`src/rtl/gpsct_pkg.sv`:
```
`timescale 1ns / 1ps
// ----------------------------------------------------------------------------
// GPS calendar time converter package
// Beat types, calendar and Julian-day constants, and the scaled reciprocals
// that replace most divisions by a constant in the datapath.
// ----------------------------------------------------------------------------
package gpsct_pkg;

  localparam int unsigned NumStages = 8;

  localparam longint unsigned MsPerMinute = 60000;
  localparam longint unsigned MsPerHour   = 3600000;
  localparam longint unsigned MsPerDay    = 86400000;
  localparam longint unsigned MsPerWeek   = 604800000;
  localparam longint unsigned WeekMax     = 8191;

  localparam longint unsigned YearBase     = 1980;
  localparam longint unsigned DaysPerYear  = 365;
  localparam longint unsigned DaysPerWeek  = 7;
  localparam longint unsigned DaysToEpoch  = 6;
  localparam longint unsigned JdBase       = 2444245 + 1537;
  localparam longint unsigned JdYearBase   = 4715;
  localparam longint unsigned JdYearScale  = 100;
  localparam longint unsigned JdYearOff    = 12210;
  localparam longint unsigned JdYearLen    = 36525;
  localparam longint unsigned JdMonthScale = 10000;
  localparam longint unsigned JdMonthLen   = 306001;

  // Each quotient estimate is floor(x * floor(2^K / D) / 2^K) for x below 2^K,
  // which is the true quotient or one less; one compare and subtract fixes it.
  localparam int unsigned     Div7K  = 21;
  localparam longint unsigned Div7M  = (64'd1 << Div7K) / DaysPerWeek;
  localparam int unsigned     YrK    = 28;
  localparam longint unsigned YrM    = (64'd1 << YrK) / JdYearLen;
  localparam longint unsigned YrMul  = JdYearScale * YrM;
  localparam longint unsigned YrOff  = JdYearOff * YrM;
  localparam int unsigned     HrK    = 27;
  localparam longint unsigned HrM    = (64'd1 << HrK) / MsPerHour;
  localparam int unsigned     MinK   = 22;
  localparam longint unsigned MinM   = (64'd1 << MinK) / MsPerMinute;
  localparam int unsigned     FK     = 23;
  localparam longint unsigned FM     = (64'd1 << FK) / JdMonthLen;
  localparam longint unsigned FMul   = JdMonthScale * FM;
  localparam int unsigned     DK     = 23;
  localparam longint unsigned DM     = (64'd1 << DK) / JdMonthScale;
  localparam longint unsigned DMul   = JdMonthLen * DM;

  typedef struct packed {
    logic        cmd;
    logic [12:0] week;
    logic [29:0] week_ms;
    logic [11:0] year;
    logic [3:0]  month;
    logic [4:0]  day;
    logic [4:0]  hour;
    logic [5:0]  minute;
    logic [15:0] minute_ms;
  } gpsct_in_t;

  typedef struct packed {
    logic [12:0] week;
    logic [29:0] week_ms;
    logic [11:0] year;
    logic [3:0]  month;
    logic [4:0]  day;
    logic [4:0]  hour;
    logic [5:0]  minute;
    logic [15:0] minute_ms;
    logic        bad_input;
  } gpsct_out_t;

  typedef struct packed {
    logic advance;
    logic in_valid;
  } gpsct_flow_t;

  function automatic logic [8:0] month_start(logic [3:0] month);
    logic [8:0] days;
    case (month)
      4'd1:    days = 9'd0;
      4'd2:    days = 9'd31;
      4'd3:    days = 9'd59;
      4'd4:    days = 9'd90;
      4'd5:    days = 9'd120;
      4'd6:    days = 9'd151;
      4'd7:    days = 9'd181;
      4'd8:    days = 9'd212;
      4'd9:    days = 9'd243;
      4'd10:   days = 9'd273;
      4'd11:   days = 9'd304;
      4'd12:   days = 9'd334;
      default: days = 9'd0;
    endcase
    return days;
  endfunction

endpackage

```
`src/rtl/gpsct_core.sv`:
```
`timescale 1ns / 1ps
// ----------------------------------------------------------------------------
// GPS calendar time converter datapath
// Eight-stage pipeline that carries both conversion directions side by side,
// with a valid bit per stage and one enable that stalls every stage at once.
// ----------------------------------------------------------------------------
module gpsct_core
  import gpsct_pkg::*;
(
  input  logic        clk_i,
  input  logic        rst_ni,
  input  gpsct_flow_t flow_i,
  input  gpsct_in_t   in_i,
  output logic        out_valid_o,
  output gpsct_out_t  out_o
);

  logic [NumStages-1:0] vld_q, vld_d;

  assign vld_d = flow_i.advance ? {vld_q[NumStages-2:0], flow_i.in_valid} : vld_q;

  always_ff @(posedge clk_i or negedge rst_ni) begin
    if (!rst_ni) begin
      vld_q <= '0;
    end else begin
      vld_q <= vld_d;
    end
  end

  // Stage 1: day count since 1980, and Julian day with the day of week.
  logic [11:0] s1_ye;
  logic [10:0] s1_leap;
  logic        s1_bad_date;
  logic [2:0]  s1_didx;
  logic        s1_bad_d;
  logic [20:0] s1_days_d;
  logic [21:0] s1_c_d;
  logic [26:0] s1_msd_d;

  assign s1_ye       = in_i.year - 12'(YearBase);
  assign s1_leap     = 11'(s1_ye[11:2]) + 11'd1
                     - 11'((s1_ye[1:0] == 2'd0) && (in_i.month <= 4'd2));
  assign s1_bad_date = (in_i.year < 12'(YearBase)) || (in_i.month == 4'd0)
                     || (in_i.month > 4'd12);
  assign s1_days_d   = 21'(s1_ye) * 21'(DaysPerYear) + 21'(month_start(in_i.month))
                     + 21'(in_i.day) + 21'(s1_leap);

  always_comb begin
    s1_didx = '0;
    for (int k = 1; k < 7; k++) begin
      if (in_i.week_ms >= 30'(longint'(k) * MsPerDay)) begin
        s1_didx = s1_didx + 3'd1;
      end
    end
  end

  assign s1_msd_d = 27'(in_i.week_ms - 30'(s1_didx) * 30'(MsPerDay));
  assign s1_c_d   = 22'(in_i.week) * 22'(DaysPerWeek) + 22'(s1_didx) + 22'(JdBase);
  assign s1_bad_d = in_i.cmd ? (in_i.week_ms >= 30'(MsPerWeek)) : s1_bad_date;

  logic        s1_cmd_q, s1_bad_q;
  logic [20:0] s1_days_q;
  logic [4:0]  s1_hour_q;
  logic [5:0]  s1_minute_q;
  logic [15:0] s1_mms_q;
  logic [21:0] s1_c_q;
  logic [26:0] s1_msd_q;

  // Stage 2: quotient estimates for weeks, Julian years and hours, and the millisecond of day.
  logic [39:0] s2_prod7;
  logic [41:0] s2_yprod;
  logic [32:0] s2_hprod;
  logic        s2_bad_d;
  logic [20:0] s2_x_d;
  logic [18:0] s2_q7_d;
  logic [26:0] s2_tod_d;
  logic [12:0] s2_yq_d;
  logic [5:0]  s2_hq_d;

  assign s2_x_d   = s1_days_q - 21'(DaysToEpoch);
  assign s2_bad_d = s1_bad_q || (!s1_cmd_q && (s1_days_q < 21'(DaysToEpoch)));
  assign s2_prod7 = 40'(s2_x_d) * 40'(Div7M);
  assign s2_q7_d  = 19'(s2_prod7 >> Div7K);
  assign s2_tod_d = 27'(s1_hour_q) * 27'(MsPerHour) + 27'(s1_minute_q) * 27'(MsPerMinute)
                  + 27'(s1_mms_q);
  assign s2_yprod = 42'(s1_c_q) * 42'(YrMul) - 42'(YrOff);
  assign s2_yq_d  = 13'(s2_yprod >> YrK);
  assign s2_hprod = 33'(s1_msd_q) * 33'(HrM);
  assign s2_hq_d  = 6'(s2_hprod >> HrK);

  logic        s2_cmd_q, s2_bad_q;
  logic [20:0] s2_x_q;
  logic [18:0] s2_q7_q;
  logic [26:0] s2_tod_q;
  logic [21:0] s2_c_q;
  logic [26:0] s2_msd_q;
  logic [12:0] s2_yq_q;
  logic [5:0]  s2_hq_q;

  // Stage 3: quotient corrections.
  logic [20:0] s3_r7;
  logic        s3_ge7;
  logic [27:0] s3_t, s3_ry;
  logic        s3_yge;
  logic [26:0] s3_rh;
  logic        s3_hge;
  logic [18:0] s3_week_d;
  logic [2:0]  s3_rem_d;
  logic [12:0] s3_yr_d;
  logic [4:0]  s3_hour_d;
  logic [21:0] s3_remh_d;

  assign s3_r7     = s2_x_q - 21'(s2_q7_q) * 21'(DaysPerWeek);
  assign s3_ge7    = s3_r7 >= 21'(DaysPerWeek);
  assign s3_week_d = s2_q7_q + 19'(s3_ge7);
  assign s3_rem_d  = 3'(s3_ge7 ? s3_r7 - 21'(DaysPerWeek) : s3_r7);
  assign s3_t      = 28'(s2_c_q) * 28'(JdYearScale) - 28'(JdYearOff);
  assign s3_ry     = s3_t - 28'(s2_yq_q) * 28'(JdYearLen);
  assign s3_yge    = s3_ry >= 28'(JdYearLen);
  assign s3_yr_d   = s2_yq_q + 13'(s3_yge);
  assign s3_rh     = s2_msd_q - 27'(s2_hq_q) * 27'(MsPerHour);
  assign s3_hge    = s3_rh >= 27'(MsPerHour);
  assign s3_hour_d = 5'(s2_hq_q + 6'(s3_hge));
  assign s3_remh_d = 22'(s3_hge ? s3_rh - 27'(MsPerHour) : s3_rh);

  logic        s3_cmd_q, s3_bad_q;
  logic [18:0] s3_week_q;
  logic [2:0]  s3_rem_q;
  logic [26:0] s3_tod_q;
  logic [12:0] s3_yr_q;
  logic [4:0]  s3_hour_q;
  logic [21:0] s3_remh_q;
  logic [21:0] s3_c_q;

  // Stage 4: millisecond of week, day within the Julian year, minute estimate.
  logic [21:0] s4_e;
  logic [28:0] s4_mprod;
  logic [29:0] s4_ms_d;
  logic [8:0]  s4_g_d;
  logic [6:0]  s4_mq_d;

  assign s4_ms_d  = 30'(s3_rem_q) * 30'(MsPerDay) + 30'(s3_tod_q);
  assign s4_e     = 22'(s3_yr_q) * 22'(DaysPerYear) + 22'(s3_yr_q >> 2);
  assign s4_g_d   = 9'(s3_c_q - s4_e);
  assign s4_mprod = 29'(s3_remh_q) * 29'(MinM);
  assign s4_mq_d  = 7'(s4_mprod >> MinK);

  logic        s4_cmd_q, s4_bad_q;
  logic [18:0] s4_week_q;
  logic [29:0] s4_ms_q;
  logic [12:0] s4_yr_q;
  logic [4:0]  s4_hour_q;
  logic [21:0] s4_remh_q;
  logic [6:0]  s4_mq_q;
  logic [8:0]  s4_g_q;

  // Stage 5: week carry and range check, month estimate, minute correction.
  logic        s5_wrap;
  logic [27:0] s5_fprod;
  logic [21:0] s5_rm;
  logic        s5_mge;
  logic        s5_bad_d;
  logic [18:0] s5_week_d;
  logic [29:0] s5_ms_d;
  logic [4:0]  s5_fq_d;
  logic [5:0]  s5_minute_d;
  logic [15:0] s5_mms_d;

  assign s5_wrap     = s4_ms_q >= 30'(MsPerWeek);
  assign s5_ms_d     = s5_wrap ? s4_ms_q - 30'(MsPerWeek) : s4_ms_q;
  assign s5_week_d   = s4_week_q + 19'(s5_wrap);
  assign s5_bad_d    = s4_bad_q || (!s4_cmd_q && (s5_week_d > 19'(WeekMax)));
  assign s5_fprod    = 28'(s4_g_q) * 28'(FMul);
  assign s5_fq_d     = 5'(s5_fprod >> FK);
  assign s5_rm       = s4_remh_q - 22'(s4_mq_q) * 22'(MsPerMinute);
  assign s5_mge      = s5_rm >= 22'(MsPerMinute);
  assign s5_minute_d = 6'(s4_mq_q + 7'(s5_mge));
  assign s5_mms_d    = 16'(s5_mge ? s5_rm - 22'(MsPerMinute) : s5_rm);

  logic        s5_cmd_q, s5_bad_q;
  logic [18:0] s5_week_q;
  logic [29:0] s5_ms_q;
  logic [12:0] s5_yr_q;
  logic [4:0]  s5_hour_q;
  logic [5:0]  s5_minute_q;
  logic [15:0] s5_mms_q;
  logic [8:0]  s5_g_q;
  logic [4:0]  s5_fq_q;

  // Stage 6: month index correction.
  logic [22:0] s6_num, s6_rf;
  logic        s6_fge;
  logic [4:0]  s6_f_d;

  assign s6_num = 23'(s5_g_q) * 23'(JdMonthScale);
  assign s6_rf  = s6_num - 23'(s5_fq_q) * 23'(JdMonthLen);
  assign s6_fge = s6_rf >= 23'(JdMonthLen);
  assign s6_f_d = s5_fq_q + 5'(s6_fge);

  logic        s6_cmd_q, s6_bad_q;
  logic [18:0] s6_week_q;
  logic [29:0] s6_ms_q;
  logic [12:0] s6_yr_q;
  logic [4:0]  s6_hour_q;
  logic [5:0]  s6_minute_q;
  logic [15:0] s6_mms_q;
  logic [8:0]  s6_g_q;
  logic [4:0]  s6_f_q;

  // Stage 7: estimate of the days before the month starts.
  logic [33:0] s7_dprod;
  logic [9:0]  s7_dq_d;

  assign s7_dprod = 34'(s6_f_q) * 34'(DMul);
  assign s7_dq_d  = 10'(s7_dprod >> DK);

  logic        s7_cmd_q, s7_bad_q;
  logic [18:0] s7_week_q;
  logic [29:0] s7_ms_q;
  logic [12:0] s7_yr_q;
  logic [4:0]  s7_hour_q;
  logic [5:0]  s7_minute_q;
  logic [15:0] s7_mms_q;
  logic [8:0]  s7_g_q;
  logic [4:0]  s7_f_q;
  logic [9:0]  s7_dq_q;

  // Stage 8: day, month and year, then the result beat with unused fields zeroed.
  logic [23:0] s8_p, s8_rd;
  logic        s8_dge;
  logic [9:0]  s8_pd;
  logic [3:0]  s8_month;
  gpsct_out_t  out_d;
  gpsct_out_t  out_q;
  logic        out_cmd_q;

  assign s8_p     = 24'(s7_f_q) * 24'(JdMonthLen);
  assign s8_rd    = s8_p - 24'(s7_dq_q) * 24'(JdMonthScale);
  assign s8_dge   = s8_rd >= 24'(JdMonthScale);
  assign s8_pd    = s7_dq_q + 10'(s8_dge);
  assign s8_month = 4'(s7_f_q - 5'd1 - ((s7_f_q >= 5'd14) ? 5'd12 : 5'd0));

  always_comb begin
    out_d = '0;
    out_d.bad_input = s7_bad_q;
    if (!s7_bad_q) begin
      if (s7_cmd_q) begin
        out_d.year      = 12'(13'(s7_yr_q) - 13'(JdYearBase) - 13'(s8_month >= 4'd3));
        out_d.month     = s8_month;
        out_d.day       = 5'(10'(s7_g_q) - s8_pd);
        out_d.hour      = s7_hour_q;
        out_d.minute    = s7_minute_q;
        out_d.minute_ms = s7_mms_q;
      end else begin
        out_d.week    = 13'(s7_week_q);
        out_d.week_ms = s7_ms_q;
      end
    end
  end

  always_ff @(posedge clk_i) begin
    if (flow_i.advance) begin
      s1_cmd_q    <= in_i.cmd;
      s1_bad_q    <= s1_bad_d;
      s1_days_q   <= s1_days_d;
      s1_hour_q   <= in_i.hour;
      s1_minute_q <= in_i.minute;
      s1_mms_q    <= in_i.minute_ms;
      s1_c_q      <= s1_c_d;
      s1_msd_q    <= s1_msd_d;

      s2_cmd_q <= s1_cmd_q;
      s2_bad_q <= s2_bad_d;
      s2_x_q   <= s2_x_d;
      s2_q7_q  <= s2_q7_d;
      s2_tod_q <= s2_tod_d;
      s2_c_q   <= s1_c_q;
      s2_msd_q <= s1_msd_q;
      s2_yq_q  <= s2_yq_d;
      s2_hq_q  <= s2_hq_d;

      s3_cmd_q  <= s2_cmd_q;
      s3_bad_q  <= s2_bad_q;
      s3_week_q <= s3_week_d;
      s3_rem_q  <= s3_rem_d;
      s3_tod_q  <= s2_tod_q;
      s3_yr_q   <= s3_yr_d;
      s3_hour_q <= s3_hour_d;
      s3_remh_q <= s3_remh_d;
      s3_c_q    <= s2_c_q;

      s4_cmd_q  <= s3_cmd_q;
      s4_bad_q  <= s3_bad_q;
      s4_week_q <= s3_week_q;
      s4_ms_q   <= s4_ms_d;
      s4_yr_q   <= s3_yr_q;
      s4_hour_q <= s3_hour_q;
      s4_remh_q <= s3_remh_q;
      s4_mq_q   <= s4_mq_d;
      s4_g_q    <= s4_g_d;

      s5_cmd_q    <= s4_cmd_q;
      s5_bad_q    <= s5_bad_d;
      s5_week_q   <= s5_week_d;
      s5_ms_q     <= s5_ms_d;
      s5_yr_q     <= s4_yr_q;
      s5_hour_q   <= s4_hour_q;
      s5_minute_q <= s5_minute_d;
      s5_mms_q    <= s5_mms_d;
      s5_g_q      <= s4_g_q;
      s5_fq_q     <= s5_fq_d;

      s6_cmd_q    <= s5_cmd_q;
      s6_bad_q    <= s5_bad_q;
      s6_week_q   <= s5_week_q;
      s6_ms_q     <= s5_ms_q;
      s6_yr_q     <= s5_yr_q;
      s6_hour_q   <= s5_hour_q;
      s6_minute_q <= s5_minute_q;
      s6_mms_q    <= s5_mms_q;
      s6_g_q      <= s5_g_q;
      s6_f_q      <= s6_f_d;

      s7_cmd_q    <= s6_cmd_q;
      s7_bad_q    <= s6_bad_q;
      s7_week_q   <= s6_week_q;
      s7_ms_q     <= s6_ms_q;
      s7_yr_q     <= s6_yr_q;
      s7_hour_q   <= s6_hour_q;
      s7_minute_q <= s6_minute_q;
      s7_mms_q    <= s6_mms_q;
      s7_g_q      <= s6_g_q;
      s7_f_q      <= s6_f_q;
      s7_dq_q     <= s7_dq_d;

      out_q     <= out_d;
      out_cmd_q <= s7_cmd_q;
    end
  end

  assign out_valid_o = vld_q[NumStages-1];
  assign out_o       = out_q;

  a_bad_zero: assert property (@(posedge clk_i) disable iff (!rst_ni)
    out_valid_o && out_q.bad_input |->
      (out_q.week == '0) && (out_q.week_ms == '0) && (out_q.year == '0)
      && (out_q.month == '0) && (out_q.day == '0) && (out_q.hour == '0)
      && (out_q.minute == '0) && (out_q.minute_ms == '0))
    else $error("bad result carries non-zero fields");

  a_date_range: assert property (@(posedge clk_i) disable iff (!rst_ni)
    out_valid_o && out_cmd_q && !out_q.bad_input |->
      (out_q.month >= 4'd1) && (out_q.month <= 4'd12) && (out_q.day >= 5'd1)
      && (out_q.hour < 5'd24) && (out_q.minute < 6'd60)
      && (out_q.minute_ms < 16'(MsPerMinute)) && (out_q.year >= 12'(YearBase))
      && (out_q.week == '0) && (out_q.week_ms == '0))
    else $error("calendar result out of range");

  a_gps_range: assert property (@(posedge clk_i) disable iff (!rst_ni)
    out_valid_o && !out_cmd_q && !out_q.bad_input |->
      (out_q.week_ms < 30'(MsPerWeek)) && (out_q.year == '0) && (out_q.month == '0)
      && (out_q.day == '0) && (out_q.minute_ms == '0))
    else $error("GPS time result out of range");

endmodule

```
`src/rtl/gps_calendar_time_converter_unit.sv`:
```
`timescale 1ns / 1ps
// ----------------------------------------------------------------------------
// GPS calendar time converter
// Converts a UTC calendar date to GPS week and millisecond of week, or back,
// as selected by the tuser bit of each input beat.
// ----------------------------------------------------------------------------
// Throughput is one beat per cycle; the eight-stage pipeline holds as a whole
// while a result beat waits on m_axis_tready.
// Reset clears the stage valid bits only; the block is ready straight away.
module gps_calendar_time_converter_unit
  import gpsct_pkg::*;
(
  input  logic        clk_i,
  input  logic        rst_ni,
  input  logic        s_axis_tvalid,
  output logic        s_axis_tready,
  // in_week, in_week_ms, in_year, in_month, in_day, in_hour, in_minute,
  // in_minute_ms, zero fill
  input  logic [95:0] s_axis_tdata,
  // command
  input  logic [0:0]  s_axis_tuser,
  output logic        m_axis_tvalid,
  input  logic        m_axis_tready,
  // out_week, out_week_ms, out_year, out_month, out_day, out_hour, out_minute,
  // out_minute_ms, zero fill
  output logic [95:0] m_axis_tdata,
  // bad_input
  output logic [0:0]  m_axis_tuser
);

  gpsct_in_t   in_beat;
  gpsct_out_t  out_beat;
  gpsct_flow_t flow;
  logic        out_valid;

  assign in_beat.cmd       = s_axis_tuser[0];
  assign in_beat.week      = s_axis_tdata[12:0];
  assign in_beat.week_ms   = s_axis_tdata[42:13];
  assign in_beat.year      = s_axis_tdata[54:43];
  assign in_beat.month     = s_axis_tdata[58:55];
  assign in_beat.day       = s_axis_tdata[63:59];
  assign in_beat.hour      = s_axis_tdata[68:64];
  assign in_beat.minute    = s_axis_tdata[74:69];
  assign in_beat.minute_ms = s_axis_tdata[90:75];

  assign flow.advance  = !out_valid || m_axis_tready;
  assign flow.in_valid = s_axis_tvalid;

  gpsct_core u_core (
    .clk_i       (clk_i),
    .rst_ni      (rst_ni),
    .flow_i      (flow),
    .in_i        (in_beat),
    .out_valid_o (out_valid),
    .out_o       (out_beat)
  );

  assign s_axis_tready = flow.advance;
  assign m_axis_tvalid = out_valid;
  assign m_axis_tuser  = out_beat.bad_input;
  assign m_axis_tdata  = {5'd0, out_beat.minute_ms, out_beat.minute, out_beat.hour,
                          out_beat.day, out_beat.month, out_beat.year,
                          out_beat.week_ms, out_beat.week};

endmodule
```
`config.mk`:
```
export PLATFORM = sky130hd
export DESIGN_NAME = gps_calendar_time_converter_unit
export DESIGN_NICKNAME = d
export VERILOG_FILES = /design/src/rtl/gpsct_pkg.sv /design/src/rtl/gpsct_core.sv /design/src/rtl/gps_calendar_time_converter_unit.sv
export SDC_FILE = /design/constraint.sdc
export NUM_CORES = 2
export LEC_CHECK = 0
export ABC_AREA = 1
export BUFFER_PORTS_ARGS = -buffer_cell sky130_fd_sc_hd__buf_2
export CELL_PAD_IN_SITES_DETAIL_PLACEMENT = 0
export CELL_PAD_IN_SITES_GLOBAL_PLACEMENT = 1
export CORE_AREA = 2 2 443 445
export CTS_CLUSTER_SIZE = 28
export DETAILED_ROUTE_END_ITERATION = 8
export DIE_AREA = 0 0 445 447
export PLACE_DENSITY = 0.71
export RECOVER_POWER = 100
export SLEW_MARGIN = 20
export SYNTH_ARGS = -nofsm -noshare
export SYNTH_HDL_FRONTEND = slang
export SYNTH_SLANG_ARGS = --single-unit
export TNS_END_PERCENT = 10
```
`constraint.sdc`:
```
create_clock -name clk_i -period 50.8 [get_ports clk_i]
set_input_delay 5.08 -clock clk_i [delete_from_list [all_inputs] [get_ports clk_i]]
set_output_delay 5.08 -clock clk_i [all_outputs]
set_load 0.01 [all_outputs]
```
=== Word-level counts from Yosys, hierarchy flattened ===
Memories as Yosys holds them, arrays and structs flattened.
Cells that the tools add are included.

* Memory bits (read-only): 144
* Memories: 1
* Output and inout bits: 99
* Bits of input ports: 101
* Register bits after elaboration: 838

{| class="wikitable"
|+ Memory list
! name !! words !! bits a word !! read ports !! clocked after memory_dff !! wr ports !! line !! text
|-
| (name not given) || 16 || 9 || 1 || 0 || 0 || gpsct_pkg.sv:79 || <nowiki>case (month)</nowiki>
|}

* $mul: 22
* Muxes and demuxes: 12
* Order comparisons: 21
* Bitwise logic cells: 1
* Add/subtract/negate cells: 44
* Reduce and logical (&&, ||, !) cells: 15

{| class="wikitable"
|+ Operators by type and width
! operator !! number
|-
| >= comparator 30 x 29 -> 1 bit (second input constant) || 3
|-
| >= comparator 30 x 28 -> 1 bit (second input constant) || 2
|-
| >= comparator 30 bit (second input constant) || 2
|-
| subtractor 27 bit || 2
|-
| subtractor 41 x 27 -> 41 bit (second input constant) || 1
|-
| multiplier 21 x 19 -> 40 bit (second input constant) || 1
|-
| multiplier 22 x 18 -> 39 bit (second input constant) || 1
|-
| adder 19 x 1 -> 19 bit || 2
|-
| multiplier 27 x 6 -> 33 bit (second input constant) || 1
|-
| multiplier 5 x 27 -> 32 bit (second input constant) || 1
|-
| adder 30 x 27 -> 30 bit || 1
|-
| >= comparator 30 x 27 -> 1 bit (second input constant) || 1
|-
| 2-to-1 mux 30 bit || 1
|-
| subtractor 30 bit (second input constant) || 1
|-
| multiplier 22 x 7 -> 29 bit (second input constant) || 1
|-
| >= comparator 28 x 16 -> 1 bit (second input constant) || 1
|-
| multiplier 13 x 16 -> 28 bit (second input constant) || 1
|-
| subtractor 28 x 14 -> 28 bit (second input constant) || 1
|-
| subtractor 28 bit || 1
|-
| adder 27 x 16 -> 27 bit || 1
|-
| adder 27 x 22 -> 27 bit || 1
|-
| >= comparator 27 x 22 -> 1 bit (second input constant) || 1
|-
| multiplier 22 x 5 -> 26 bit (second input constant) || 1
|-
| >= comparator 24 x 14 -> 1 bit (second input constant) || 1
|-
| other kinds (65) || 85
|}

=== Depth between registers and ports, before layout ===
* Word-level depth: 14
* Gate-level depth with buffers: 46
* Depth with buffers taken out: 46

=== Cells and area by module ===
From an unflattened synthesis, not the netlist that was laid out.

* Cells, all modules: 8872
* Area total of the unflattened synthesis: 84138.2 um^2

{| class="wikitable"
|+ By module, submodules not included
! module !! area an instance (um^2) !! sequential area each (um^2) !! cells an instance !! times used
|-
| gpsct_core || 84089.4 || 24853.8 || 8864 || 1
|-
| gps_calendar_time_converter_unit || 48.8 || 0.0 || 8 || 1
|}

=== Least setup slack after synthesis ===
OpenSTA, ideal clock, no wires.

* Path type: input to output
* Start point: input m_axis_tready
* End point: output s_axis_tready
* Path slack: 18167 ps
* Stages on the path: 3
* Arrival: 27553 ps
* Path buffers: 1
* Cell sequence: inv_1 > nand2_1 > clkbuf_1

* Cells in the longest elaborated chain, start to end: 1

{| class="wikitable"
|+ RTL lines
! what !! line !! text
|-
| start: declaration || gps_calendar_time_converter_unit.sv:23 || <nowiki>input logic m_axis_tready,</nowiki>
|-
| logical OR 1 bit || gps_calendar_time_converter_unit.sv:46 || <nowiki>assign flow.advance = !out_valid || m_axis_tready;</nowiki>
|-
| end: declaration || gps_calendar_time_converter_unit.sv:16 || <nowiki>output logic s_axis_tready,</nowiki>
|}

No other way between the ends.

=== Final worst setup path ===
* Start point: input m_axis_tready
* End point: register u_core.s2_x_q[1] (enable)

* Cells in the longest elaborated chain, start to end: 1

{| class="wikitable"
|+ RTL lines
! what !! line !! text
|-
| logical OR 1 bit || gps_calendar_time_converter_unit.sv:46 ||
|-
| end signal: assignment || gpsct_core.sv:274 || <nowiki>s2_x_q <= s2_x_d;</nowiki>
|-
| end: declaration || gpsct_core.sv:92 || <nowiki>logic [20:0] s2_x_q;</nowiki>
|}

No other way between the ends.
A chain may end at the register's enable or synchronous reset.

==> impl_metrics.tcl <==
set metrics [dict create \
    yosys.area_share.simple 0.1227 \
    grt.overflow.total 0 \
    grt_pass1_wl_um 306400 \
    num_rows 162 \
    synth-compound-area-share 0.06673 \
    ctsResizeCount 0 \
    yosysSeqAreaShare 0.2930 \
    drt_iter0_drc 2216 \
    critPathLaunch "m_axis_tready" \
    endpoint_kind "flip-flop" \
    async_reset_ff_frac 0.009650 \
    rsz0062_at_grt "no" \
    maxCapViolCount 14 \
    synth-edff-count 821 \
    holdBufCountCts 0 \
    min_path_type "flip-flop to flip-flop" \
    insertion_delay_ns 0.77 \
    grt.total_usage 0.1906 \
    crit_fanout 73 \
    syn_area_per_cell_um2 9.438 \
    dp_hpwl_um 158400 \
    timing.rr.start "u_core.vld_q[7]" \
    cts_root_buf "clkbuf_16" \
    cts_sinks 829 \
    synth.area.top_cells "edfxtp_1, ha_1, fa_1, inv_1, nand2_1" \
    yosys.area_share.adder 0.3693 \
    slew_headroom -4.593 \
    synth_xor_xnor_area_share 0.05447 \
    setup_viol 0 \
    synth_flop_cell "edfxtp_1" \
    cts_buffer_depth 3 \
    port_buffers 189 \
    muxShareOfSynthArea 0 \
    syn_to_final_growth_pct 8.517 \
    tightest_slew_ns 8.389 \
    die_h_um 447 \
    final_common_cell "inv_1" \
    grt_pass1_vias 60350 \
    postSynthCellCount 8986 \
    fillers 18460 \
    start_util 0.4368 \
    synth_top_area_cell "edfxtp_1" \
    status "finished, violations left" \
    drive_above_1_share 0.03274 \
    synth_top_area_share 0.2907 \
    via_per_inst 4.888 \
    hold_depth 0 \
    final_cell_mix "inv_1, ha_1, nand2_1" \
    nets 11450 \
    drt_first_pass_iters 5 \
    finalWirelength_um 185800 \
    io_pins 200 \
    drtAntennaViolNets 0 \
    cp_data_arrival_time_ns 16.07 \
    violations "max-capacitance violations, max-slew violations" \
    ys_ff_latch 829 \
    clkTransAtPathRegs_ns 0.06 \
    finalCritPeriodShare 0.3115 \
    reg2reg_depth 5 \
    worstSetupPathType "input pin to flip-flop" \
    vias 58130 \
    die_w_um 445 \
    synth_top_family_by_area "adder cells" \
    slew_viol_final 945 \
    cts_tree "done" \
    setup-tns-final_ns 0 \
    syn_area_um2 84810 \
    yosysWarnings 0 \
    place_congestion 0.9031 \
    finClkSkew_ns 0.05343 \
    drc_errors 0 \
    grt_max_degree 166 \
    hold_viol_final 0 \
    fin_crit_ns 15.82 \
    htreeDepth 3 \
    worstPathRequired_ns 51.05 \
    post_cts_buffers 0 \
    min_from "u_core.s4_yr_q[6]" \
    synth_cell_types 69 \
    cts_buffers 98 \
    grt_antenna_before_repair 4 \
    die_area_um2 198900 \
    max_freq_mhz 63.20 \
    critPathLaunchType "input pin" \
    core_area_um2 194200 \
    wire_per_inst_um 15.62 \
]
cells in the mapped netlist, drive strengths merged (105+ instances only):
cell / n
o21ai: 278
a21oi: 492
nor2: 566
edfxtp: 821
xor2: 355
inv: 2077
ha: 1391
nand2: 1259
nand4: 105
fa: 695
nand3: 328
xnor2: 166
sequential cells by signal, summed over array words and instances, names as in the netlist, 16 cells and up:
signal,count
u_core.out_o,92
u_core.s4_ms_q,30
u_core.s5_ms_q,30
u_core.s6_ms_q,30
u_core.s7_ms_q,30
u_core.s1_msd_q,27
u_core.s2_msd_q,27
u_core.s2_tod_q,27
u_core.s3_tod_q,27
u_core.s3_remh_q,22
u_core.s4_remh_q,22
u_core.s1_days_q,21
u_core.s2_x_q,21
u_core.s2_q7_q,19
u_core.s3_week_q,19
u_core.s4_week_q,19
u_core.s1_c_q,18
u_core.s2_c_q,18
u_core.s1_mms_q,16
u_core.s5_mms_q,16
u_core.s6_mms_q,16
u_core.s7_mms_q,16
final timing paths:
path	end	slack, ns
min	u_core.s5_yr_q[6]	0.39
max in group asynchronous	u_core.vld_q[4]	46.26
max	u_core.s2_x_q[1]	34.98
max reg2reg	u_core.s2_x_q[1]	39.03
min reg2reg	u_core.s5_yr_q[6]	0.39
min in group asynchronous	u_core.vld_q[2]	4.24
critical path, cell delays in order:
cell and delay [ns]:
buf_2 0.07, inv_1 0.03, nand2_1 1.37, clkbuf_1 2.61
clkbuf_1 1.59, clkbuf_1 2.66, clkbuf_1 2.51
cell type report:
cell class | count | area [µm²] | area share
Sequential cell | 829 | 24850 | 0.2700
Timing Repair Buffer | 202 | 865.8 | 0.009408
Antenna cell | 5 | 12.51 | 0.0001359
Clock inverter | 68 | 868.3 | 0.009435
Clock buffer | 113 | 2509 | 0.02726
Inverter | 2077 | 7796 | 0.08471
Multi-Input combinational cell | 6056 | 51950 | 0.5644
Tap cell | 2542 | 3181 | 0.03456
logic make-up after synthesis:
| group | Yosys count |
|---|---|
| AND/OR/NAND/NOR | 2438 |
| buffers and inverters | 2105 |
| adder cells (fa/ha/maj) | 2086 |
| AO/OA/AOI/OAI | 1006 |
| flip-flops | 829 |
| XOR/XNOR | 521 |
| other | 1 |
metal layers:
metal | track usage | share of wire
met1 | 0.2522 | 0.46
met5 | 0 | 0
met4 | 0.06199 | 0.030
met3 | 0.01688 | 0.028
met2 | 0.3291 | 0.48
per-stage QoR:
stage	worst slack, ns	cell area (µm²)	std cells	hold WS, ns	utilization
4_1_cts	38.57	92290	11890	0.3801	0.4753
6_report	34.98	92030	11890	0.3858	0.4740
5_1_grt	33.54	92030	11890	0.3963	0.4739
3_3_place_gp	37.89	88920	11710	0.4012	0.4579
2_1_floorplan	18.17	84830	8990	0.4003	-
3_5_place_dp	37.77	88920	11710	0.4045	0.4579
Power is left out: the tool's default activity adds up to more than one toggle a clock period on the data nets, which glitch-free logic cannot reach.
